<file path="src/rtl/core/wbpe_pkg.sv">
package wbpe_pkg;

    localparam int SAMP_W = 16;
    localparam int IDX_W  = 17;
    localparam int SUM_W  = 33;
    localparam int SQ_W   = 47;
    localparam int REG_W  = 15;
    localparam int MEAN_W = 24;
    localparam int SIG_W  = 24;
    localparam int HGT_W  = 25;
    localparam int PIDX_W = 14;
    localparam int CNT_W  = 15;

    // register indexes
    localparam logic [1:0] REG_BL_START = 2'd0;
    localparam logic [1:0] REG_BL_END   = 2'd1;
    localparam logic [1:0] REG_PK_START = 2'd2;
    localparam logic [1:0] REG_PK_END   = 2'd3;

    localparam logic [REG_W-1:0] RST_BL_START = 15'd3000;
    localparam logic [REG_W-1:0] RST_BL_END   = 15'd4200;
    localparam logic [REG_W-1:0] RST_PK_START = 15'd4000;
    localparam logic [REG_W-1:0] RST_PK_END   = 15'd5500;

    typedef struct packed {
        logic [REG_W-1:0] bl_start;
        logic [REG_W-1:0] bl_end;
        logic [REG_W-1:0] pk_start;
        logic [REG_W-1:0] pk_end;
    } win_t;

    // accumulated summary of one record
    typedef struct packed {
        logic signed [SUM_W-1:0]  sum;
        logic [SQ_W-1:0]          sq;
        logic [IDX_W-1:0]         n;
        logic signed [SAMP_W-1:0] min;
        logic [PIDX_W-1:0]        min_idx;
        logic                     seen;
        logic [IDX_W-1:0]         count;
        logic                     ovf;
    } rec_t;

    typedef struct packed {
        logic [MEAN_W-1:0] mean;
        logic [SIG_W-1:0]  sigma;
        logic [HGT_W-1:0]  height;
        logic [PIDX_W-1:0] peak_idx;
        logic [CNT_W-1:0]  count;
        logic              bl_empty;
        logic              pk_empty;
        logic              ovf;
    } res_t;

endpackage

</file>
<file path="src/rtl/core/wbpe_front.sv">
module wbpe_front #(
    parameter int MAX_SAMPLES = 16384
) (
    input  logic                             aclk,
    input  logic                             aresetn,
    input  logic                             in_valid,
    output logic                             in_ready,
    input  logic signed [wbpe_pkg::SAMP_W-1:0] sample,
    input  logic                             last,
    input  wbpe_pkg::win_t                   win,
    input  logic                             q_full,
    output logic                             q_push,
    output wbpe_pkg::rec_t                   q_rec
);

    localparam int CW = $clog2(MAX_SAMPLES + 1);

    logic [CW-1:0]                      idx_reg, idx_next;
    logic signed [wbpe_pkg::SUM_W-1:0]  sum_reg, sum_next;
    logic [wbpe_pkg::SQ_W-1:0]          sq_reg, sq_next;
    logic [wbpe_pkg::IDX_W-1:0]         n_reg, n_next;
    logic signed [wbpe_pkg::SAMP_W-1:0] min_reg, min_next;
    logic [wbpe_pkg::PIDX_W-1:0]        midx_reg, midx_next;
    logic                               seen_reg, seen_next;
    logic                               ovf_reg, ovf_next;

    logic                               acc;
    logic                               in_rng, in_bl, in_pk;
    logic [wbpe_pkg::IDX_W-1:0]         iext;
    logic signed [2*wbpe_pkg::SAMP_W-1:0] sqr;

    assign in_ready = !q_full;
    assign acc      = in_valid && in_ready;
    assign iext     = wbpe_pkg::IDX_W'(idx_reg);
    assign in_rng   = idx_reg < CW'(MAX_SAMPLES);
    assign in_bl    = in_rng && iext >= wbpe_pkg::IDX_W'(win.bl_start)
                             && iext <  wbpe_pkg::IDX_W'(win.bl_end);
    assign in_pk    = in_rng && iext >= wbpe_pkg::IDX_W'(win.pk_start)
                             && iext <  wbpe_pkg::IDX_W'(win.pk_end);
    assign sqr      = sample * sample;

    // per-sample update of the record summary
    always_comb begin
        idx_next  = idx_reg;
        sum_next  = sum_reg;
        sq_next   = sq_reg;
        n_next    = n_reg;
        min_next  = min_reg;
        midx_next = midx_reg;
        seen_next = seen_reg;
        ovf_next  = ovf_reg;
        if (in_rng) begin
            idx_next = idx_reg + 1'b1;
        end else begin
            ovf_next = 1'b1;
        end
        if (in_bl) begin
            sum_next = sum_reg + wbpe_pkg::SUM_W'(sample);
            sq_next  = sq_reg + wbpe_pkg::SQ_W'($unsigned(sqr));
            n_next   = n_reg + 1'b1;
        end
        if (in_pk && (!seen_reg || sample < min_reg)) begin
            min_next  = sample;
            midx_next = iext[wbpe_pkg::PIDX_W-1:0];
            seen_next = 1'b1;
        end
    end

    always_comb begin
        q_rec.sum     = sum_next;
        q_rec.sq      = sq_next;
        q_rec.n       = n_next;
        q_rec.min     = min_next;
        q_rec.min_idx = midx_next;
        q_rec.seen    = seen_next;
        q_rec.count   = wbpe_pkg::IDX_W'(idx_next);
        q_rec.ovf     = ovf_next;
    end

    assign q_push = acc && last;

    always_ff @(posedge aclk) begin
        if (!aresetn || q_push) begin
            idx_reg  <= '0;
            sum_reg  <= '0;
            sq_reg   <= '0;
            n_reg    <= '0;
            min_reg  <= '0;
            midx_reg <= '0;
            seen_reg <= 1'b0;
            ovf_reg  <= 1'b0;
        end else if (acc) begin
            idx_reg  <= idx_next;
            sum_reg  <= sum_next;
            sq_reg   <= sq_next;
            n_reg    <= n_next;
            min_reg  <= min_next;
            midx_reg <= midx_next;
            seen_reg <= seen_next;
            ovf_reg  <= ovf_next;
        end
    end

endmodule

</file>
<file path="config.mk">
export PLATFORM = sky130hd
export DESIGN_NAME = wbpe_front
export DESIGN_NICKNAME = d
export VERILOG_FILES = /design/src/rtl/core/wbpe_pkg.sv /design/src/rtl/core/wbpe_front.sv
export SDC_FILE = /design/constraint.sdc
export NUM_CORES = 1
export LEC_CHECK = 0
export BUFFER_PORTS_ARGS = -buffer_cell sky130_fd_sc_hd__buf_2
export CAP_MARGIN = 5
export CORE_MARGIN = 3
export CORE_UTILIZATION = 30
export CTS_CLUSTER_DIAMETER = 80
export DETAILED_ROUTE_END_ITERATION = 10
export MAX_ROUTING_LAYER = met4
export RECOVER_POWER = 50
export SLEW_MARGIN = 30
export SYNTH_ARGS = -nofsm -noshare
export SYNTH_HDL_FRONTEND = slang
export SYNTH_SLANG_ARGS = --single-unit
</file>
<file path="constraint.sdc">
create_clock -name aclk -period 9.4 [get_ports aclk]
set_input_delay 0.47 -clock aclk [delete_from_list [all_inputs] [get_ports aclk]]
set_output_delay 0.47 -clock aclk [all_outputs]
set_load 0.02 [all_outputs]
</file>
# After elaboration in Yosys (flattened, before gate mapping)
# Cells that the tools add are included.
# Widths: inputs -> output; s select.
word_totals:
  register_bits: 144
  in_bits: 81
  out_inout_bits: 148
  word_cells: 39
classes:
  addsub: 4
  mul: 1
  order_cmp: 6
  n_mux: 8
  reduce_logical: 12
ops:
  columns: ["operator", "n"]
  rows:
  - ["$add 47x32->47", 1]
  - ["$mux 47", 1]
  - ["$add 33x16->33", 1]
  - ["$mux 33", 1]
  - ["$mul 16x16->32", 1]
  - ["$ge 15x15->1", 2]
  - ["$lt 15x15->1", 2]
  - ["$add 17x1->17 const B", 1]
  - ["$mux 17", 1]
  - ["$lt 16x16->1", 1]
  - ["$mux 16", 1]
  - ["$add 15x1->15 const B", 1]
  - ["$lt 15x15->1 const B", 1]
  - ["$mux 15", 1]
  - ["$mux 14", 1]
  - ["$logic_and 1x1->1", 7]
  - ["$logic_not 1->1", 3]
  - ["$logic_or 1x1->1", 2]
  - ["$mux 1", 2]

# Longest topological paths before layout
# Gate-level depths: netlist of the first run.
logic_depth:
  ltp_word: 5
  ltp_mapped: 37
  mapped_depth_nobuf: 34

# Least setup slack after synthesis of the first run
# OpenSTA, ideal clock, no wires.
synth_timing:
  path_kind: "in2out"
  from: "in sample[15] (netlist name)"
  to: "out q_rec[100] (netlist name)"
  arrival_time_ps: 8239
  required_ps: 8930
  path_slack_ps: 691
  stages: 34
  path_buffers: 5
  path_cell_list: "clkbuf_1 > clkbuf_1 > nand2_1 > fa_1 > inv_1 > fa_1 > fa_1 > fa_1 > fa_1 > inv_1 > fa_1 > inv_1 > ha_1 > clkbuf_1 > a21o_1 > a21o_1 > a21o_1 > a21oi_1 > a21bo_2 > nor3_1 > o21ba_2 > xnor2_1 > ha_1 > clkbuf_1 > nand2_1 > o21ai_0 > a21o_1 > a21oi_1 > o21a_1 > a21oi_1 > nor2_2 > buf_2 > nor3_1 > xor2_1"
synth_lines:
  columns: ["element", "line_no", "rtl"]
  rows:
  - ["from (decl)", "wbpe_front.sv:8", "input logic signed [wbpe_pkg::SAMP_W-1:0] sample,"]
  - ["to (decl)", "wbpe_front.sv:13", "output wbpe_pkg::rec_t q_rec"]

==> run metrics, run 1 <==
outcome finished, violations left; violated checks capacitance limit, slew limit; Largest register FFs 47; Clock Sinks 144; fmax 0.1123 GHz; via/cell ratio 4.873; GP Congestion 0.8926; Critical Path AT 8.43 ns; Num CTS Buffers 17; final WL 65.36 mm; Die H 275.7 µm; Yosys reg bits 144; Max FO, Critical Path 12; NumNets Final 3405; setup_tns 0 ns; RSZ-0062 raised after global routing false; grt total ovfl 0; fin crit period 8.901 ns; vias post-DR 18640; TritonRoute pass-1 iters 7; row count 98; CTS H-tree lvls 4; Slew @ Worst Pin 3.604 ns; CTS tree yes; I/O pin cnt 229; most used cell, CP fa_1; Placed Instance Area 23910 µm²; dpl cells 3789; number of synthesized flops with an enable pin 0; largest net degree at the start of global routing 69; setup violators final 0; register area share after synthesis 13.22%; fin. max-slew vios 159; most common cell after layout, fill and taps aside inv_1; Post-Syn Instances 2695; Routed WL per cell 17.08 µm; max cap viols 4; Critical Path Source Type input port; die area 75980 µm²; GRT Util Overall 18.15%; Clock transition at path regs 0.06 ns; root buf cell clkbuf_16; Final Hold Vio Count 0; initial core utilization 30.41%; critical path's largest stage delay 0.56 ns; Crit. End Element primary output; Final Cycle Share 94.70%; layout cell share with drive strength beyond 1 11.41%; dominant register cell in the synthesized netlist dfxtp_1; first-pass GRT wire length 104.4 mm; Clock Skews 0.02285 ns; initial DRC count 1223; Detail Route Antenna Nets 0; Hold Crit Class input port to register; Max clock buf depth 2; Slew HR -140.3%; DRC 0; Synth Cell Area 21810 µm²; worst-skew pair later-pin latency 0.50 ns; worst endpoint required time 8.93 ns; Final Cell Area 24460 µm²; synthesis-to-finish area growth 12.15%; Die X-Extent 275.7 µm; via count of the first global-routing pass 18280; core outline area 71730 µm²; commonest cells after routing, fill and taps aside inv_1 (435), nand2_1 (332), fa_1 (239), ha_1 (222), buf_2 (180); fin cells 3826; YS warnings 0; initial antenna violation count 3; Critical-path top delay cell fa_1; Async SR Flop Fraction 0%; count of cell types in the netlist 85; Final HPWL DP 52.16 mm; Avg Synthesized Cell Area 8.094 µm²; PortBufs 226; Crit Path Category input port to primary output
==> routing by layer <==
| metal | share of wire [%] | GRT usage [%] | wire, µm | up-vias |
|---|---|---|---|---|
| met3 | 6.3 | 3.381 | 4144 | 50 |
| met4 | 1.4 | 3.822 | 891 | 0 |
| li1 | - | - | - | 9162 |
| met1 | 48 | 25.32 | 31340 | 9001 |
| met2 | 44 | 27.34 | 28990 | 431 |
| met5 | 0 | - | 0 | - |
==> layout make-up <==
cell class                 instances  area [µm²]
inverter                         438        1648
multi-input combinational       1990       16760
antenna                            1       2.502
sequential                       144        2883
timing repair buffer             271        1415
fill                            7585       47270
tap                              950        1189
clock inverter                    13       130.1
clock buffer                      19       432.9
==> cells in the mapped netlist, types with 7 or more instances <==
| cell type | instances | area share (%) |
|---|---|---|
| inv_1 | 436 | 7.5 |
| nand2_1 | 332 | 5.7 |
| fa_1 | 239 | 22 |
| ha_1 | 223 | 13 |
| nor2_1 | 178 | 3.1 |
| dfxtp_1 | 144 | 13 |
| a21oi_1 | 141 | 3.2 |
| xnor2_1 | 94 | 3.8 |
| o21ai_0 | 88 | 2.0 |
| clkbuf_1 | 82 | 1.4 |
| nor3_1 | 59 | 1.4 |
| a21o_1 | 57 | 2.0 |
| and2_1 | 57 | 1.6 |
| xor2_1 | 53 | 2.1 |
| nand3_1 | 48 | 1.1 |
| mux2i_1 | 38 | 1.7 |
| mux2_2 | 32 | 1.7 |
| nand4_1 | 29 | 0.83 |
| o21a_1 | 25 | 0.86 |
| mux2_1 | 24 | 1.2 |
| or3_1 | 22 | 0.63 |
| buf_2 | 21 | 0.48 |
| nand2b_1 | 21 | 0.60 |
| and3_1 | 16 | 0.46 |
| o31ai_1 | 14 | 0.48 |
| a211oi_1 | 13 | 0.45 |
| nor2b_1 | 13 | 0.37 |
| o21ai_1 | 13 | 0.30 |
| o21bai_1 | 13 | 0.45 |
| a31oi_1 | 11 | 0.32 |
| o211ai_1 | 10 | 0.34 |
| or4_1 | 10 | 0.34 |
| buf_6 | 9 | 0.46 |
| or2_2 | 9 | 0.26 |
| buf_1 | 8 | 0.14 |
| o2111ai_1 | 7 | 0.28 |
==> metrics by stage <==
stage	hold slack (ns)	setup slack [ns]	utilization (%)
after floorplan	0.4293	0.6910	-
after global placement	0.4422	0.3075	33.32
after detailed placement	0.4461	0.2268	33.33
after CTS	0.3395	0.1456	34.11
after global routing	0.3782	0.006438	34.11
final	0.3885	0.4986	34.11
==> what timing repair did <==
item | CTS | global route
gates resized for setup | 0 | 17
hold buffers | 0 | 0
endpoints found under the setup margin | 0 | 15
setup buffers | 0 | 4
==> logic make-up after synthesis <==
group | synth area share, %
buffers and inverters | 10.17
other | 0.01719
adders and majority gates | 34.73
xor gates and xnor gates | 5.902
AOI/OAI and AO/OA | 13.70
and+or+nand+nor | 17.64
DFF | 13.22
muxes | 4.635
==> final timing paths <==
check | from | endpoint | slack (ns) | cells past startpoint
setup reg to reg | idx_reg[14] | sum_reg[23] | 4.10 | 13
hold reg to reg | midx_reg[10] | midx_reg[10] | 0.46 | 2
setup / recovery | sample[8] | q_rec[105] | 0.50 | 31
hold / removal | sample[7] | min_reg[7] | 0.39 | 3
==> critical path: cells and delay by family <==
family / cells / cell delay, ns
and+or+nand+nor: 4 / 0.84
adders and majority gates: 8 / 3.92
buffers and inverters: 7 / 1.12
AOI/OAI and AO/OA: 10 / 1.70
xor gates and xnor gates: 2 / 0.38
Power of run 1 is not shown: default switching activity piles up to over one toggle a cycle in this logic, so the estimate is an artifact.
==> run 2: changes to the inputs <==
--- a/config.mk
+++ b/config.mk
@@ -9,6 +9,7 @@
 export CAP_MARGIN = 5
 export CORE_MARGIN = 3
 export CORE_UTILIZATION = 30
+export CTS_BUF_LIST = sky130_fd_sc_hd__clkbuf_8
 export CTS_CLUSTER_DIAMETER = 80
 export DETAILED_ROUTE_END_ITERATION = 10
 export MAX_ROUTING_LAYER = met4
==> constraint.sdc (replaced) <==
create_clock -name aclk -period 9.7 [get_ports aclk]
set_input_delay 0.485 -clock aclk [delete_from_list [all_inputs] [get_ports aclk]]
set_output_delay 0.485 -clock aclk [all_outputs]
set_load 0.02 [all_outputs]
==> run 2 against run 1 <==
The flow still finishes with violations (capacitance limit, slew limit). Via count is 0.44% lower. Non-clock buffer count is 15 lower. Clock skew is 0.0080 ns higher. Worst hold slack worse by 0.093 ns. Die area stayed put. First-iteration DRC count is 1.9% lower. Register-to-register slack worse by 0.93 ns. Design area is 1.3% lower. Critical endpoint is now q_rec[92]. Largest cell class unchanged.
==> run metrics, run 2 (synthesis results as in run 1) <==
Clock Skews 0.03083 ns (+0.007978 ns); die area 75980 µm² (unchanged); layout cell share with drive strength beyond 1 11.29% (-0.11 points); Critical Path AT 8.82 ns (+0.39 ns); CP top delay family adder cells; initial antenna violation count 1 (-2); max cap viols 6 (+2); worst hold start sample[2]; via/cell ratio 4.869 (about the same); via count of the first global-routing pass 18330 (+0.26%); fin crit period 9.306 ns; setup_tns 0 ns (unchanged); Crit. End Element primary output; Critical Path Source Type input port; most common cell after layout, fill and taps aside inv_1; Routed WL per cell 17.08 µm (about the same); commonest cells after routing, fill and taps aside inv_1 (436), nand2_1 (332), fa_1 (239), ha_1 (223), buf_2 (196); Final Cycle Share 95.94%; worst-skew pair later-pin latency 0.60 ns (+0.10 ns); fmax 0.1075 GHz; Detail Route Antenna Nets 0 (unchanged); Final Hold Vio Count 0 (unchanged); Hold Crit Class input port to register; grt total ovfl 0 (unchanged); R2R setup slack 3.17 ns (-0.93 ns); Largest register FFs 47 (unchanged); I/O pin cnt 229 (unchanged); worst r2r dst sum_reg[23]; CTS H-tree lvls 4 (unchanged); violated checks capacitance limit, slew limit; vias post-DR 18560 (-0.44%); root buf cell clkbuf_8; DRC 0 (unchanged); Max clock buf depth 2 (unchanged); first-pass GRT wire length 103.4 mm (-1.0%); Clock Sinks 144 (unchanged); NumNets Final 3390 (-0.44%); Clock transition at path regs 0.09 ns (+0.03 ns); Die H 275.7 µm (unchanged); Worst Hold Path Cells 3 (unchanged); Final HPWL DP 51.70 mm (-0.87%); initial DRC count 1200 (-1.9%); Final Cell Area 24140 µm² (-1.3%); row count 98 (unchanged); critical path's largest stage delay 0.53 ns (-0.03 ns); number of fill cells 7636 (+0.67%); Die X-Extent 275.7 µm (unchanged); CTS tree yes; Critical-path top delay cell fa_1; CTS Hold Bufs 0 (unchanged); most used cell, CP fa_1; Post-CTS Setup Repair Bufs 0 (unchanged); Max FO, Critical Path 8 (-4); GP Congestion 0.9114 (+2.1%); core outline area 71730 µm² (unchanged); Num CTS Buffers 17 (unchanged); outcome finished, violations left; synthesis-to-finish area growth 10.69%; fin. max-slew vios 248 (+56%); Slew HR -213.2% (-73 points); worst endpoint required time 9.22 ns (+0.29 ns); initial core utilization 30.41% (unchanged); Hold Path End min_reg[2]; Slew @ Worst Pin 4.697 ns (+1.094 ns); PortBufs 226 (unchanged); Placed Instance Area 23840 µm² (-0.28%); setup violators final 0 (unchanged); buffers plus inverters on the worst setup path 7 (unchanged); FF-to-FF path depth 12 (-1); Crit Path Category input port to primary output; TritonRoute pass-1 iters 5 (-2); GRT Util Overall 18.07% (-0.074 points); RSZ-0062 raised after global routing true; largest net degree at the start of global routing 91 (+32%); final WL 65.09 mm (-0.41%); reg2reg start idx_reg[14]
==> run 2: cell count changes in the layout (fill, tap and decap cells not counted), moves of 3 or more <==
cell	previous run	this run
clkbuf_8	0	17
buf_2	180	196
clkbuf_16	17	0
clkbuf_1	48	30
buf_4	40	28
clkinv_4	4	1
==> run 2: metal layers <==
metal	part of all wire (%)	GRT usage [%]
met1	48	24.96
met2	44	26.93
met3	6.5	4.181
met4	1.6	3.822
met5	0	-
==> run 2: tightest hold or removal path, cell delays in order <==
cell	delay [ns]
buf_2	0.19
nand2_1	0.09
mux2i_1	0.06
==> run 2: stage by stage <==
step | instances | utilization [%] | hold slack, ns | setup WS, ns
floorplan | 2696 | - | 0.4293 | 0.9610
global placement | 3778 | 33.21 | 0.4409 | 0.3678
detailed placement | 3778 | 33.24 | 0.4463 | 0.2638
CTS | 3810 | 33.77 | 0.2401 | 0.1996
global route | 3811 | 33.66 | 0.2985 | -0.05809
finish | 3812 | 33.66 | 0.2952 | 0.3942
==> run 2: repair_timing <==
action | CTS | global route
endpoints found under the hold margin | 0 | 0
endpoints found under the setup margin | 0 | 10
gates resized for setup | 0 | 4
==> run 2: cell type report <==
cell class              instances  area [µm²]  area share [%]
diodes                          2       5.005         0.02073
clock buffers                  17       234.0          0.9691
clock inverters                15       148.9          0.6167
inverters                     438        1644           6.809
multi-input cells            1990       16720           69.26
flip-flops and latches        144        2883           11.94
well taps                     950        1189           4.923
repair buffers                256        1319           5.462
==> run 2: worst max path at each step <==
stage                          start    endpoint  slack [ns]  cells after the start
after floorplan           sample[15]  q_rec[100]        0.96                     34
after global placement     sample[7]  q_rec[108]        0.37                     32
after detailed placement   sample[7]  q_rec[112]        0.26                     32
after CTS                  sample[7]  q_rec[112]        0.20                     32
after global routing       sample[5]  q_rec[102]       -0.06                     33
final                     sample[10]   q_rec[92]        0.39                     31
Power of run 2 is left out for the same reason.
