**config.mk**
```make
export PLATFORM = sky130hd
export DESIGN_NAME = wbpe_queue
export DESIGN_NICKNAME = d
export VERILOG_FILES = /design/src/rtl/core/wbpe_pkg.sv /design/src/rtl/core/wbpe_queue.sv
export SDC_FILE = /design/constraint.sdc
export NUM_CORES = 1
export LEC_CHECK = 0
export ABC_CLOCK_PERIOD_IN_PS = 16600
export BUFFER_PORTS_ARGS = -buffer_cell sky130_fd_sc_hd__buf_4
export CORE_ASPECT_RATIO = 0.6
export CORE_MARGIN = 5
export CORE_UTILIZATION = 56
export CTS_CLUSTER_DIAMETER = 60
export DETAILED_ROUTE_END_ITERATION = 10
export GPL_ROUTABILITY_DRIVEN = 0
export PLACE_DENSITY = 0.85
export SETUP_SLACK_MARGIN = 0.5
export SYNTH_ARGS = -nofsm -noshare
export SYNTH_HDL_FRONTEND = slang
export SYNTH_SLANG_ARGS = --single-unit
```
**constraint.sdc**
```tcl
create_clock -name aclk -period 16.6 [get_ports aclk]
set_input_delay 0.83 -clock aclk [delete_from_list [all_inputs] [get_ports aclk]]
set_output_delay 0.83 -clock aclk [all_outputs]
set_load 0.1 [all_outputs]
```
**src/rtl/core/wbpe_pkg.sv**
```systemverilog
package wbpe_pkg;

    localparam int SAMP_W = 16;
    localparam int IDX_W  = 17;
    localparam int SUM_W  = 33;
    localparam int SQ_W   = 47;
    localparam int REG_W  = 15;
    localparam int MEAN_W = 24;
    localparam int SIG_W  = 24;
    localparam int HGT_W  = 25;
    localparam int PIDX_W = 14;
    localparam int CNT_W  = 15;

    // register indexes
    localparam logic [1:0] REG_BL_START = 2'd0;
    localparam logic [1:0] REG_BL_END   = 2'd1;
    localparam logic [1:0] REG_PK_START = 2'd2;
    localparam logic [1:0] REG_PK_END   = 2'd3;

    localparam logic [REG_W-1:0] RST_BL_START = 15'd3000;
    localparam logic [REG_W-1:0] RST_BL_END   = 15'd4200;
    localparam logic [REG_W-1:0] RST_PK_START = 15'd4000;
    localparam logic [REG_W-1:0] RST_PK_END   = 15'd5500;

    typedef struct packed {
        logic [REG_W-1:0] bl_start;
        logic [REG_W-1:0] bl_end;
        logic [REG_W-1:0] pk_start;
        logic [REG_W-1:0] pk_end;
    } win_t;

    // accumulated summary of one record
    typedef struct packed {
        logic signed [SUM_W-1:0]  sum;
        logic [SQ_W-1:0]          sq;
        logic [IDX_W-1:0]         n;
        logic signed [SAMP_W-1:0] min;
        logic [PIDX_W-1:0]        min_idx;
        logic                     seen;
        logic [IDX_W-1:0]         count;
        logic                     ovf;
    } rec_t;

    typedef struct packed {
        logic [MEAN_W-1:0] mean;
        logic [SIG_W-1:0]  sigma;
        logic [HGT_W-1:0]  height;
        logic [PIDX_W-1:0] peak_idx;
        logic [CNT_W-1:0]  count;
        logic              bl_empty;
        logic              pk_empty;
        logic              ovf;
    } res_t;

endpackage

```
**src/rtl/core/wbpe_queue.sv**
```systemverilog
module wbpe_queue (
    input  logic           aclk,
    input  logic           aresetn,
    input  logic           push,
    input  wbpe_pkg::rec_t din,
    input  logic           pop,
    output wbpe_pkg::rec_t dout,
    output logic           full,
    output logic           empty
);

    wbpe_pkg::rec_t mem [2];
    logic       wr_ptr_reg, rd_ptr_reg;
    logic [1:0] cnt_reg;

    assign full  = cnt_reg == 2'd2;
    assign empty = cnt_reg == 2'd0;
    assign dout  = mem[rd_ptr_reg];

    always_ff @(posedge aclk) begin
        if (push) begin
            mem[wr_ptr_reg] <= din;
        end
    end

    // two-entry record queue
    always_ff @(posedge aclk) begin
        if (!aresetn) begin
            wr_ptr_reg <= 1'b0;
            rd_ptr_reg <= 1'b0;
            cnt_reg    <= 2'd0;
        end else begin
            if (push) wr_ptr_reg <= !wr_ptr_reg;
            if (pop)  rd_ptr_reg <= !rd_ptr_reg;
            if (push && !pop)      cnt_reg <= cnt_reg + 2'd1;
            else if (pop && !push) cnt_reg <= cnt_reg - 2'd1;
        end
    end

endmodule

```
# Word-level counts from Yosys, hierarchy flattened
# Memory sizes are Yosys's and may differ from the RTL's. A register that Yosys moved wholly into a read port is not among the register bits.
# Cells that the tools add are included.
[word_totals] n_memories=1 inputBits=150 ram_bits=292 regBits=4
[classes] reduce_logical=8 mux=6 n_eq_ne=1 n_addsub=2
[memory_table] name="mem" depth=2 word_bits=146 rd=1 rd_clocked_by_memory_dff=1 write_ports=1 line_no="wbpe_queue.sv:12" rtl="wbpe_pkg::rec_t mem [2];"
[ops] operator="logical NOT 1 bit" n=4
[ops] operator="2-to-1 mux 1 bit" n=4
[ops] operator="2-to-1 mux 2 bit" n=2
[ops] operator="adder 2 x 1 -> 2 bit (second input constant)" n=1
[ops] operator="equality test 2 bit (second input constant)" n=1
[ops] operator="logical AND 1 bit" n=2
[ops] operator="logical NOT 2 bit" n=1
[ops] operator="nonzero test 2 bit" n=1
[ops] operator="subtractor 2 x 1 -> 2 bit (second input constant)" n=1

# Longest topological paths before layout
# Gate-level depths: netlist (run 1).
[logic_depth] word_depth=4 depth_mapped=5

# Worst setup path before layout (run 1)
# Ideal clock, no wire load.
[synth_path] path_kind="input to register" start="input push" end="memory mem[0][0] (netlist name) (enable)" required_ps=15929 setup_slack_ps=8751 path_stages=1 arrival_ps=7178 setup_ps=671 n_path_buf=0 cell_sequence="nor2b_1"
[synth_via] elab_chain_cells=2
[synth_rtl] element="start, declared" line_no="wbpe_queue.sv:4" rtl="input logic push,"
[synth_rtl] element="2-to-1 mux 1 bit" line_no="wbpe_queue.sv:21" rtl="if (push) begin"
[synth_rtl] element="2-to-1 mux 1 bit (implied by the code)" line_no="wbpe_queue.sv:22" rtl="mem[wr_ptr_reg] <= din;"
[synth_rtl] element="end, declared" line_no="wbpe_queue.sv:12"
# No other way between the ends.

==> results of run 1 <==
==> critical path, cell delays in order (launching register included) <==
cell,delay [ps]
sky130_fd_sc_hd__dfxtp_4,880
sky130_fd_sc_hd__buf_4,950
sky130_fd_sc_hd__mux2_2,460
sky130_fd_sc_hd__buf_4,240
==> power breakdown <==
group | internal, W | leakage [nW] | total (W) | switching (W)
Clock | 0.000314 | 0.378 | 0.000562 | 0.000248
Sequential | 0.000868 | 2.78 | 0.000882 | 0.0000147
Combinational | 0.000108 | 2.06 | 0.000452 | 0.000344
==> synthesized netlist by cell type <==
cell type,instances,share of area
sky130_fd_sc_hd__mux2_2,146,0.15
sky130_fd_sc_hd__and2b_2,1,0.00081
sky130_fd_sc_hd__and2_1,4,0.0023
sky130_fd_sc_hd__dfxtp_1,5,0.0093
sky130_fd_sc_hd__nor2b_1,2,0.0012
sky130_fd_sc_hd__ha_1,1,0.0012
sky130_fd_sc_hd__o21ai_0,1,0.00046
sky130_fd_sc_hd__xor2_1,2,0.0016
sky130_fd_sc_hd__buf_6,16,0.017
sky130_fd_sc_hd__o21a_1,1,0.00069
sky130_fd_sc_hd__inv_1,1,0.00035
sky130_fd_sc_hd__edfxtp_1,292,0.81
sky130_fd_sc_hd__a21boi_1,1,0.00069
sky130_fd_sc_hd__nor2_1,1,0.00035
sky130_fd_sc_hd__xnor2_1,1,0.00081
sky130_fd_sc_hd__or3_1,1,0.00058
==> area by class of cell <==
cell class              instances  area [um^2]
flip-flops and latches        297         8872
fillers                      1079         4982
repair buffers                301         2260
multi-input cells             162         1769
clock buffers                  37        713.2
well taps                     246        307.8
clock inverters                11        73.82
inverters                       1        3.754
==> logic make-up (layout without fill, tap and decap cells) <==
logic type                 count (synthesis)  in the layout
AOI/OAI and AO/OA                          3              3
adders and majority gates                  1              1
and+or+nand+nor                            9              9
xor gates and xnor gates                   3              3
buffers and inverters                     17            350
DFF                                      297            297
muxes                                    146            146
==> metrics by stage <==
step                std cells  hold slack [ps]
CTS                      1055            476.2
finish                   1055            496.8
global route             1055            470.3
detailed placement       1007            527.3
global placement         1007            479.5
floorplan                 476            466.2
==> per-layer routing <==
metal / global-route usage / up-vias / routed length, um
li1: - / 2517 / -
met1: 0.2467 / 2769 / 8786
met2: 0.3397 / 255 / 11540
met3: 0.07558 / 24 / 2409
met4: 0.03252 / 0 / 267
met5: 0 / - / 0
==> final timing paths <==
path,start,end,slack [ps],cells after the start
max,flop,dout[112],12590,3
max reg2reg,wr_ptr_reg,mem[1][72],14010,2
min,din[19],mem[0][19],500,1
min reg2reg,cnt_reg[1],cnt_reg[1],530,2
==> results.md, run 1 <==
- The number of instances in the synthesized netlist is approximately 480.
- The number of violations of the max-capacitance limit is 0.
- Once placement finished, the instance area stood at 13210 um^2.
- Timing would allow up to 0.2493 GHz.
- The number of clock sinks is 297.
- The floorplan step defined a core boundary enclosing 18980 um^2.
- The number of max-slew violations in the final report is 0.
- In the layout the commonest cells are 301 x sky130_fd_sc_hd__buf_4, 292 x sky130_fd_sc_hd__edfxtp_1, 146 x sky130_fd_sc_hd__mux2_2.
- The half-perimeter wire length after detailed placement is 15640 um.
- The maximum count of clock buffers along a single path is 3.
- In this run the clock root is driven by a sky130_fd_sc_hd__clkbuf_16.
- The analysis attributes to cell leakage a power of 5.217 nW.
- The residual antenna-violating net count after detailed routing is 0.
- The routed layout has 5565 vias.
- The via count of the first global-routing pass is 5996.
- Setup violations remaining at the end of the flow were counted as 0.
- The count of unique library cells instantiated by Yosys is 16.
- The XOR/XNOR share of the synthesized area is 0.002430.
- The number of antenna diodes in the final layout is 0.
- The path type of the worst min-delay path is in -> reg.
- CTS built an H-tree with a depth of 1.
- The post-synthesis register bit count is between 200 and 300.
- Of the total synthesized cell area, the portion taken by AND, OR, NAND and NOR gates is 0.005208.
- The area growth from synthesis to layout is 29.49%.
- The CTS tree is built.
- The endpoint type of the worst setup path is an output port.
- Of the post-synthesis cell area, the part taken by muxes is 0.1521.
- At the pin with the least slew margin, the transition time is 1156 ps.
- The initial core utilization is 0.5696.
- Leaving out fill and tap cells, the most frequent cell in the layout is sky130_fd_sc_hd__buf_4.
- The number of flip-flops in the largest register is ~290.
- The startpoint class of the critical path is a flop.
- Across every metal layer, demand over resource in global routing totals 0.1982.
- After clock tree synthesis, the clock-pin slew on the worst setup and hold paths is 60 ps.
- The post-route DRC violation count is 0.
- At the worst endpoint, the required time is 15770 ps.
- Buffers inserted to repair hold after CTS numbered 0.
- The net count of the finished layout is around 940.
- The number of optimization iterations in the first detailed-route pass is 5.
- The maximum fanout count along the critical path is 86.
- Dividing the detail-routed wire length by the instance count gives between 20 and 25 um.
- The synthesized area divided by synthesized cell count is 22.71 um^2.
- Global routing finished with a remaining overflow of 0.
- The flow ran to the end, and the final reports show no timing, DRC or antenna violations.
- The post-synthesis compound-gate area fraction is 0.001852.
- Once the clock tree was built, the setup fixing pass inserted 0 buffers.
- The number of placed I/O pins is ~300.
- The number of antenna violations at the first check in global routing was 0.
- Setup slack on the critical path of the routed design comes to 12590 ps.
- The y dimension of the die is 117.6 um.
- The detailed router finished its first iteration with between 300 and 400 violations.
- The part of the Yosys area used for sequential elements is 0.8203.
- The total power consumption of the routed design is 0.001897 W.
- The floorplan row count is 39.
- Of the total synthesized cell area, the portion taken by full adders, half adders and majority gates is 0.001157.
- The power per unit of standard cell area is 135.5 nW/um^2.
- The path type of the worst setup path is reg -> out.
- The headroom to the max-slew limit is 0.2296.
- The post-route setup TNS is 0 ps.
- The final standard cell utilization of the core is 0.7375.
- The floorplan step set the die width to 189.4 um.
- The number of buffers created by CTS is 27.
- During synthesis, Yosys emitted a total of 0 warnings.
- Entering global routing, the biggest net connects 87 pins.
- Between clock sinks in the finished design, the worst skew comes to 3.771 ps.
- The part of the cycle the worst path needs is 0.2416.
- By area, the combinational part of the netlist is dominated by multiplexers.
- Setup repair after global routing left no endpoint under its margin.
- The worst-case setup slack after placement is 13150 ps.
- The net count after synthesis is 627.
- The number of endpoints with negative hold slack in the final report was 0.
- The clock period minus worst slack is between 4000 and 5000 ps.
- The wire length of the first global-routing pass is between 30000 and 40000 um.
- The signal arrival time at the worst endpoint is 3180 ps.
- IR analysis of the VDD net gives a maximum drop of around 0.000097 V.
- The total standard cell area after synthesis is about 11000 um^2.
- After detailed routing, the total wire length is 23010 um.
- In this run, post-CTS repair resized a total of 0 instances.
- The post-route cell area is 14000 um^2.
- The later pin in the worst-skew pair is clocked with a latency of 510 ps.
- During placement, the flow inserted port buffers numbering around 300.
- The fraction of layout instances using a drive strength above 1 is 0.5958.
- The area of the die is about 22000 um^2.
- The mean number of vias per cell is 5.275.
Note: power is estimated with default switching activity, not from simulation.
==> run 2: changes to the inputs <==
--- a/config.mk
+++ b/config.mk
@@ -5,15 +5,15 @@
 export SDC_FILE = /design/constraint.sdc
 export NUM_CORES = 1
 export LEC_CHECK = 0
-export ABC_CLOCK_PERIOD_IN_PS = 16600
+export ABC_CLOCK_PERIOD_IN_PS = 4030
 export BUFFER_PORTS_ARGS = -buffer_cell sky130_fd_sc_hd__buf_4
 export CORE_ASPECT_RATIO = 0.6
 export CORE_MARGIN = 5
-export CORE_UTILIZATION = 56
+export CORE_UTILIZATION = 52
 export CTS_CLUSTER_DIAMETER = 60
 export DETAILED_ROUTE_END_ITERATION = 10
 export GPL_ROUTABILITY_DRIVEN = 0
-export PLACE_DENSITY = 0.85
+export PLACE_DENSITY = 0.79
 export SETUP_SLACK_MARGIN = 0.5
 export SYNTH_ARGS = -nofsm -noshare
 export SYNTH_HDL_FRONTEND = slang
==> constraint.sdc (replaced) <==
create_clock -name aclk -period 4.03 [get_ports aclk]
set_input_delay 0.2015 -clock aclk [delete_from_list [all_inputs] [get_ports aclk]]
set_output_delay 0.2015 -clock aclk [all_outputs]
set_load 0.1 [all_outputs]
==> run 2 against run 1 <==
Compared with the run above:
- critical endpoint is now dout[61]
- via count up 13%
- global-route usage up 1.6 points
- critical path type unchanged
- sequential share of layout area down 6.5 points
- setup slack worse by 11000 ps
- highest routed layer unchanged
==> results.md, run 2 (synthesis gave the netlist of run 1 again) <==
- STA classifies the critical path endpoint as an output port.
- The half-perimeter wire length after detailed placement is 15780 um (+0.90%).
- The mean number of vias per cell is 5.103 (-3.3%).
- The floorplan row count is 40 (+2.6%).
- The clock period could shrink to 2818 ps.
- Clock tree synthesis selected as its root buffer the cell sky130_fd_sc_hd__clkbuf_16.
- The number of optimization iterations in the first detailed-route pass is 4 (-1).
- The worst register-to-register path begins at wr_ptr_reg.
- Setup repair after global routing left no endpoint under its margin.
- The violation count after the first detailed-routing iteration is 398 (+6.4%).
- The CTS clock-pin slew for the worst setup and hold paths is 60 ps (about the same).
- The per-cell routed wire length is 21.42 um (-1.8%).
- The total setup violations reported at the end of the flow is 0 (unchanged).
- The signal arrival time at the worst endpoint is 2620 ps (-560 ps).
- The number of endpoints with negative hold slack in the final report was 0 (unchanged).
- The run finished with clean final reports.
- For this run, the top clock speed supported by timing is 0.3549 GHz.
- The total grt overflow is 0 (unchanged).
- The fraction of layout instances using a drive strength above 1 is 0.5105 (-0.08532).
- The worst-case setup slack after placement is 1792 ps (-11360 ps).
- The number of input and output port buffers inserted is 297 (unchanged).
- The number of cells on the worst reg-to-reg path is 2 (unchanged).
- The maximum fanout count along the critical path was 96 (+12%).
- The worst ir drop on vdd is 0.0004116 V (+320%).
- The largest net degree at the start of global routing is 103 (+18%).
- TritonCTS built the clock tree.
- The number of max-slew violations in the final report was 0 (unchanged).
- The cell depth of the worst min-delay path was 3 (+2).
- The number of placed I/O pins was 298 (unchanged).
- The number of antenna violations at the first check in global routing is 1 (+1).
- The worst clock skew on the final layout is 22.12 ps (+18.35 ps).
- The endpoint of the most critical register-to-register path is mem[0][89].
- The total core area is 20220 um^2 (+6.5%).
- The required time of the worst setup path is 3830 ps (-11940 ps).
- The final wirelength is 26300 um (+14%).
- The worst setup path is launched from a flop.
- The post-route DRC violation count came to 0 (unchanged).
- The horizontal extent of the die was 196.2 um (+3.6%).
- The initial core utilization is 0.5347 (-0.03486).
- The via count of the first global-routing pass is 6801 (+13%).
- The power per unit of standard cell area is 522.3 nW/um^2 (+290%).
- The number of buffers created by CTS was 27 (unchanged).
- The number of gates given a new drive strength after cts is 0 (unchanged).
- The residual antenna-violating net count after detailed routing was 0 (unchanged).
- The headroom to the max-slew limit is 0.4428 (+0.2132).
- The minimum setup slack in the final design is 1212 ps (-11380 ps).
- The synthesis-to-finish area growth is 44.40%.
- The wire length of the first global-routing pass came to 39650 um (+15%).
- The number of levels the H-tree was split into is 1 (unchanged).
- The path type of the worst min-delay path is in -> reg.
- The via total after detailed routing is 6266 (+13%).
- The measured slew at the worst slew-check pin is 834.0 ps (-321.6 ps).
- The y dimension of the die is 121.7 um (+3.5%).
- The static leakage is 5.882 nW (+13%).
- The startpoint of the most critical hold path is pop.
- The maximum count of clock buffers along a single path is 3 (unchanged).
- The top cell types in the final layout, fill and taps aside, are 298 x sky130_fd_sc_hd__buf_4, 292 x sky130_fd_sc_hd__edfxtp_1, 147 x sky130_fd_sc_hd__dlygate4sd3_1.
- The worst setup slack for register-to-register paths is 1960 ps (-12050 ps).
- The number of violations of the max-capacitance limit came to 0 (unchanged).
- The critical path in this run is classified as reg -> out.
- The final net count is 1088 (+16%).
- The overall track demand over capacity in global routing is 0.2137 (+0.01551).
- The worst hold margin came to 33.93 ps (-462.8 ps).
- The area of the die is 23870 um^2 (+7.1%).
- The part of the cycle the worst path needs is 0.6992.
- The total power consumption of the routed design is 0.008154 W (+330%).
- The post-route setup TNS is 0 ps (unchanged).
- The number of flip-flops in the largest register came to 292 (unchanged).
- The final standard cell utilization of the core is 0.7722 (+0.03463).
- The clock latency at the later pin of the worst-skew pair is 520 ps (about the same).
- The library cell used most frequently in the layout, excluding fill and tap cells, is sky130_fd_sc_hd__buf_4.
- The number of clock sinks came to 297 (unchanged).
[run 2: metal layers]
| metal | GRT usage | share of wire | wire length, um | vias to the layer above |
|---|---|---|---|---|
| li1 | - | - | - | 2815 |
| met1 | 0.2823 | 0.40 | 10400 | 3120 |
| met2 | 0.3718 | 0.50 | 13200 | 299 |
| met3 | 0.05196 | 0.086 | 2270 | 32 |
| met4 | 0.03618 | 0.016 | 423 | 0 |
| met5 | 0 | 0 | 0 | - |
[run 2: critical path, cell delays in order (launching register included)]
cell,delay (ps)
sky130_fd_sc_hd__dfxtp_4,790
sky130_fd_sc_hd__buf_12,440
sky130_fd_sc_hd__mux2_2,430
sky130_fd_sc_hd__buf_4,240
[run 2: cell type report]
class / instances / area (um^2)
diodes: 1 / 2.502
clock buffers: 38 / 737.0
clock inverters: 8 / 117.6
fillers: 1061 / 4607
inverters: 1 / 3.754
multi-input cells: 162 / 1769
flip-flops and latches: 297 / 8872
well taps: 273 / 341.6
repair buffers: 448 / 3769
[run 2: repair_timing]
action | in CTS | in global routing
setup endpoints to repair | 0 | 0
setup buffers | 0 | 0
hold buffers | 147 | 0
endpoints found under the hold margin | 297 | 0
[run 2: worst max path at each step]
stage | to | cells past startpoint
after floorplan | mem[0][0] | 1
after global placement | dout[43] | 3
after detailed placement | dout[43] | 3
after CTS | dout[43] | 3
after global routing | dout[71] | 3
final | dout[61] | 3
[run 2: per-stage QoR]
| step | cells | instance area [um^2] |
|---|---|---|
| after floorplan | 476 | 10820 |
| after global placement | 1034 | 13280 |
| after global routing | 1228 | 15610 |
| final | 1228 | 15610 |
| after detailed placement | 1034 | 13280 |
| after CTS | 1227 | 15610 |
[run 2: report_power, final]
part / switching [W] / internal, W
clock: 0.00105 / 0.00146
combinational: 0.00147 / 0.000545
sequential: 0.0000602 / 0.00357
total: 0.00258 / 0.00558
==> run 3: changes to the inputs <==
--- a/config.mk
+++ b/config.mk
@@ -5,7 +5,7 @@
 export SDC_FILE = /design/constraint.sdc
 export NUM_CORES = 1
 export LEC_CHECK = 0
-export ABC_CLOCK_PERIOD_IN_PS = 4030
+export ABC_CLOCK_PERIOD_IN_PS = 2900
 export BUFFER_PORTS_ARGS = -buffer_cell sky130_fd_sc_hd__buf_4
 export CORE_ASPECT_RATIO = 0.6
 export CORE_MARGIN = 5
==> constraint.sdc (replaced) <==
create_clock -name aclk -period 2.9 [get_ports aclk]
set_input_delay 0.145 -clock aclk [delete_from_list [all_inputs] [get_ports aclk]]
set_output_delay 0.145 -clock aclk [all_outputs]
set_load 0.1 [all_outputs]
==> run 3 against run 2 <==
Compared with the run above:
- via count increased by 0.77%
- clock power grew 35%
- die area did not move
- cell area is 0.40% higher
- register-to-register slack lost 690 ps
- routed wire length rose by 0.59%
- sequential power increased by 39%
- critical path depth did not move
- power up 38%
- core utilization increased by 0.31 points
- highest routed layer is now met5
==> results.md, run 3 (synthesis gave the netlist of run 1 again) <==
- The number of optimization iterations in the first detailed-route pass is 4 (unchanged).
- The most common cell after layout, fill and taps aside is sky130_fd_sc_hd__buf_4.
- The violation count after the first detailed-routing iteration is 450 (+13%).
- The via count of the first global-routing pass is 6933 (+1.9%).
- The number of endpoints with negative hold slack in the final report came to 0 (unchanged).
- The number of gates given a new drive strength after cts came to 0 (unchanged).
- The number of input and output port buffers inserted came to 297 (unchanged).
- The clock latency at the later pin of the worst-skew pair is 530 ps (about the same).
- The via total after detailed routing was 6314 (+0.77%).
- The CTS clock-pin slew for the worst setup and hold paths is 70 ps (about the same).
- The required time of the worst setup path is 2760 ps (-1070 ps).
- In the layout the commonest cells are 297 x sky130_fd_sc_hd__buf_4, 292 x sky130_fd_sc_hd__edfxtp_1, 150 x sky130_fd_sc_hd__dlygate4sd3_1.
- The horizontal extent of the die came to 196.2 um (unchanged).
- The total grt overflow is 0 (unchanged).
- The power per unit of standard cell area is 718.1 nW/um^2 (+37%).
- The maximum fanout count along the critical path is 53 (-45%).
- The worst clock skew on the final layout is 30.49 ps (+8.373 ps).
- The minimum setup slack in the final design is 629.2 ps (-583.2 ps).
- The signal on the critical path passes through buf_12, mux2_2, buf_4.
- The number of cells on the worst reg-to-reg path was 2 (unchanged).
- The largest net degree at the start of global routing is 148 (+44%).
- The area of the die is 23870 um^2 (unchanged).
- The number of flip-flops in the largest register is 292 (unchanged).
- The number of antenna violations at the first check in global routing came to 4 (+3).
- The endpoint type of the worst setup path is an output port.
- The overall track demand over capacity in global routing is 0.2149 (+0.001164).
- The per-cell routed wire length is 21.37 um (-0.23%).
- The measured slew at the worst slew-check pin came to 905.5 ps (+71.56 ps).
- The y dimension of the die is 121.7 um (unchanged).
- The residual antenna-violating net count after detailed routing is 0 (unchanged).
- The worst-case setup slack after placement is 1019 ps (-772.9 ps).
- The total core area came to 20220 um^2 (unchanged).
- The final net count is 1092 (+0.37%).
- The fraction of layout instances using a drive strength above 1 is 0.5094 (-0.001127).
- The area of placed instances is 13300 um^2 (+0.10%).
- The total setup violations reported at the end of the flow is 0 (unchanged).
- The initial core utilization is 0.5347 (unchanged).
- The path type of the worst setup path is reg -> out.
- The post-route DRC violation count is 0 (unchanged).
- On the critical path, the stage with the largest delay is an instance of sky130_fd_sc_hd__dfxtp_4.
- The number of levels the H-tree was split into is 1 (unchanged).
- The delay of the slowest cell on the worst path came to 560 ps (-230 ps).
- The number of clock sinks is 297 (unchanged).
- The worst path needs 2271 ps of the cycle, external delays included.
- The half-perimeter wire length after detailed placement was 15410 um (-2.3%).
- The floorplan row count was 40 (unchanged).
- The number of max-slew violations in the final report came to 0 (unchanged).
- The number of placed I/O pins came to 298 (unchanged).
- The final wirelength is 26450 um (+0.59%).
- In the finished design, the share of the clock period the worst path needs comes to 0.7830.
- The path type of the worst min-delay path is in -> reg.
- Setup repair after global routing left no endpoint under its margin.
- The startpoint class of the critical path is a flop.
- The root buffer selected by CTS is sky130_fd_sc_hd__clkbuf_16.
- The flow ran to the end, and the final reports show no timing, DRC or antenna violations.
- The post-route cell area is 15680 um^2 (+0.40%).
- The static leakage is 5.908 nW (+0.44%).
- Compared with the post-synthesis result, the final layout area differs by 44.98%.
- The cell depth of the worst min-delay path is 2 (-1).
- The number of buffers created by CTS is 27 (unchanged).
- The worst ir drop on vdd is 0.0005706 V (+39%).
- The CTS tree is built.
- The highest achievable clock rate is 0.4404 GHz.
- The mean number of vias per cell is 5.100 (about the same).
- The maximum count of clock buffers along a single path is 3 (unchanged).
- The wire length of the first global-routing pass is 39610 um (-0.10%).
- The number of violations of the max-capacitance limit was 0 (unchanged).
- The headroom to the max-slew limit is 0.3963 (-0.04653).
- The signal arrival time at the worst endpoint came to 2130 ps (-490 ps).
-- run 3: changes by cell type in the layout (fill, tap and decap cells not counted), sizes merged --
cell | previous run | this run
clkinv | 4 | 12
bufinv | 3 | 2
dlygate4sd3 | 147 | 150
diode | 1 | 3
clkbuf | 38 | 35
buf | 301 | 302
-- run 3: per-stage QoR --
| stage | hold WS (ps) | TNS (ps) | util | cells | total power [W] |
|---|---|---|---|---|---|
| finish | 339.4 | 0 | 0.7752 | 1238 | 0.01126 |
| global route | 329.3 | 0 | 0.7752 | 1238 | 0.01161 |
| CTS | 313.4 | 0 | 0.7749 | 1235 | 0.01129 |
| detailed placement | 333.0 | 0 | 0.6577 | 1034 | 0.007745 |
| global placement | 329.3 | 0 | 0.6577 | 1034 | 0.007702 |
| floorplan | 243.9 | -1776 | - | 476 | 0.007149 |
-- run 3: final timing paths --
kind	to	from	slack (ps)
worst max-delay path	dout[76]	flop	630
worst min-delay path	mem[0][56]	din[56]	340
worst max register to register	mem[1][77]	wr_ptr_reg	1270
worst min register to register	cnt_reg[1]	cnt_reg[1]	550
-- run 3: critical path, delay by kind of cell (launching register included) --
family	cells	cell delay (ps)
muxes	1	410
buffers and inverters	2	560
DFF	1	560
-- run 3: power by group --
part           switching, W  internal, W
Combinational       0.00205     0.000772
Clock               0.00147      0.00192
Sequential        0.0000743      0.00497
Total               0.00360      0.00766
-- run 3: layout make-up --
class | count | area (um^2)
well taps | 273 | 341.6
multi-input cells | 162 | 1769
flip-flops and latches | 297 | 8874
clock inverters | 15 | 125.1
fillers | 1019 | 4544
clock buffers | 35 | 715.7
inverters | 1 | 3.754
repair buffers | 452 | 3839
diodes | 3 | 7.507
-- run 3: layer usage --
layer  share of wire  global-route usage  vias to the layer above
met5         0.00042                   0                        -
met4           0.020             0.04490                        2
met3           0.097             0.05749                       40
met2            0.50              0.3739                      344
met1            0.38              0.2768                     3101
li1                -                   -                     2827
-- run 3: what timing repair did --
item / in CTS / in global routing
setup endpoints to repair: 110 / 0
buffers inserted: 1 / 0
hold endpoints to repair: 297 / 0
hold buffers: 150 / 0
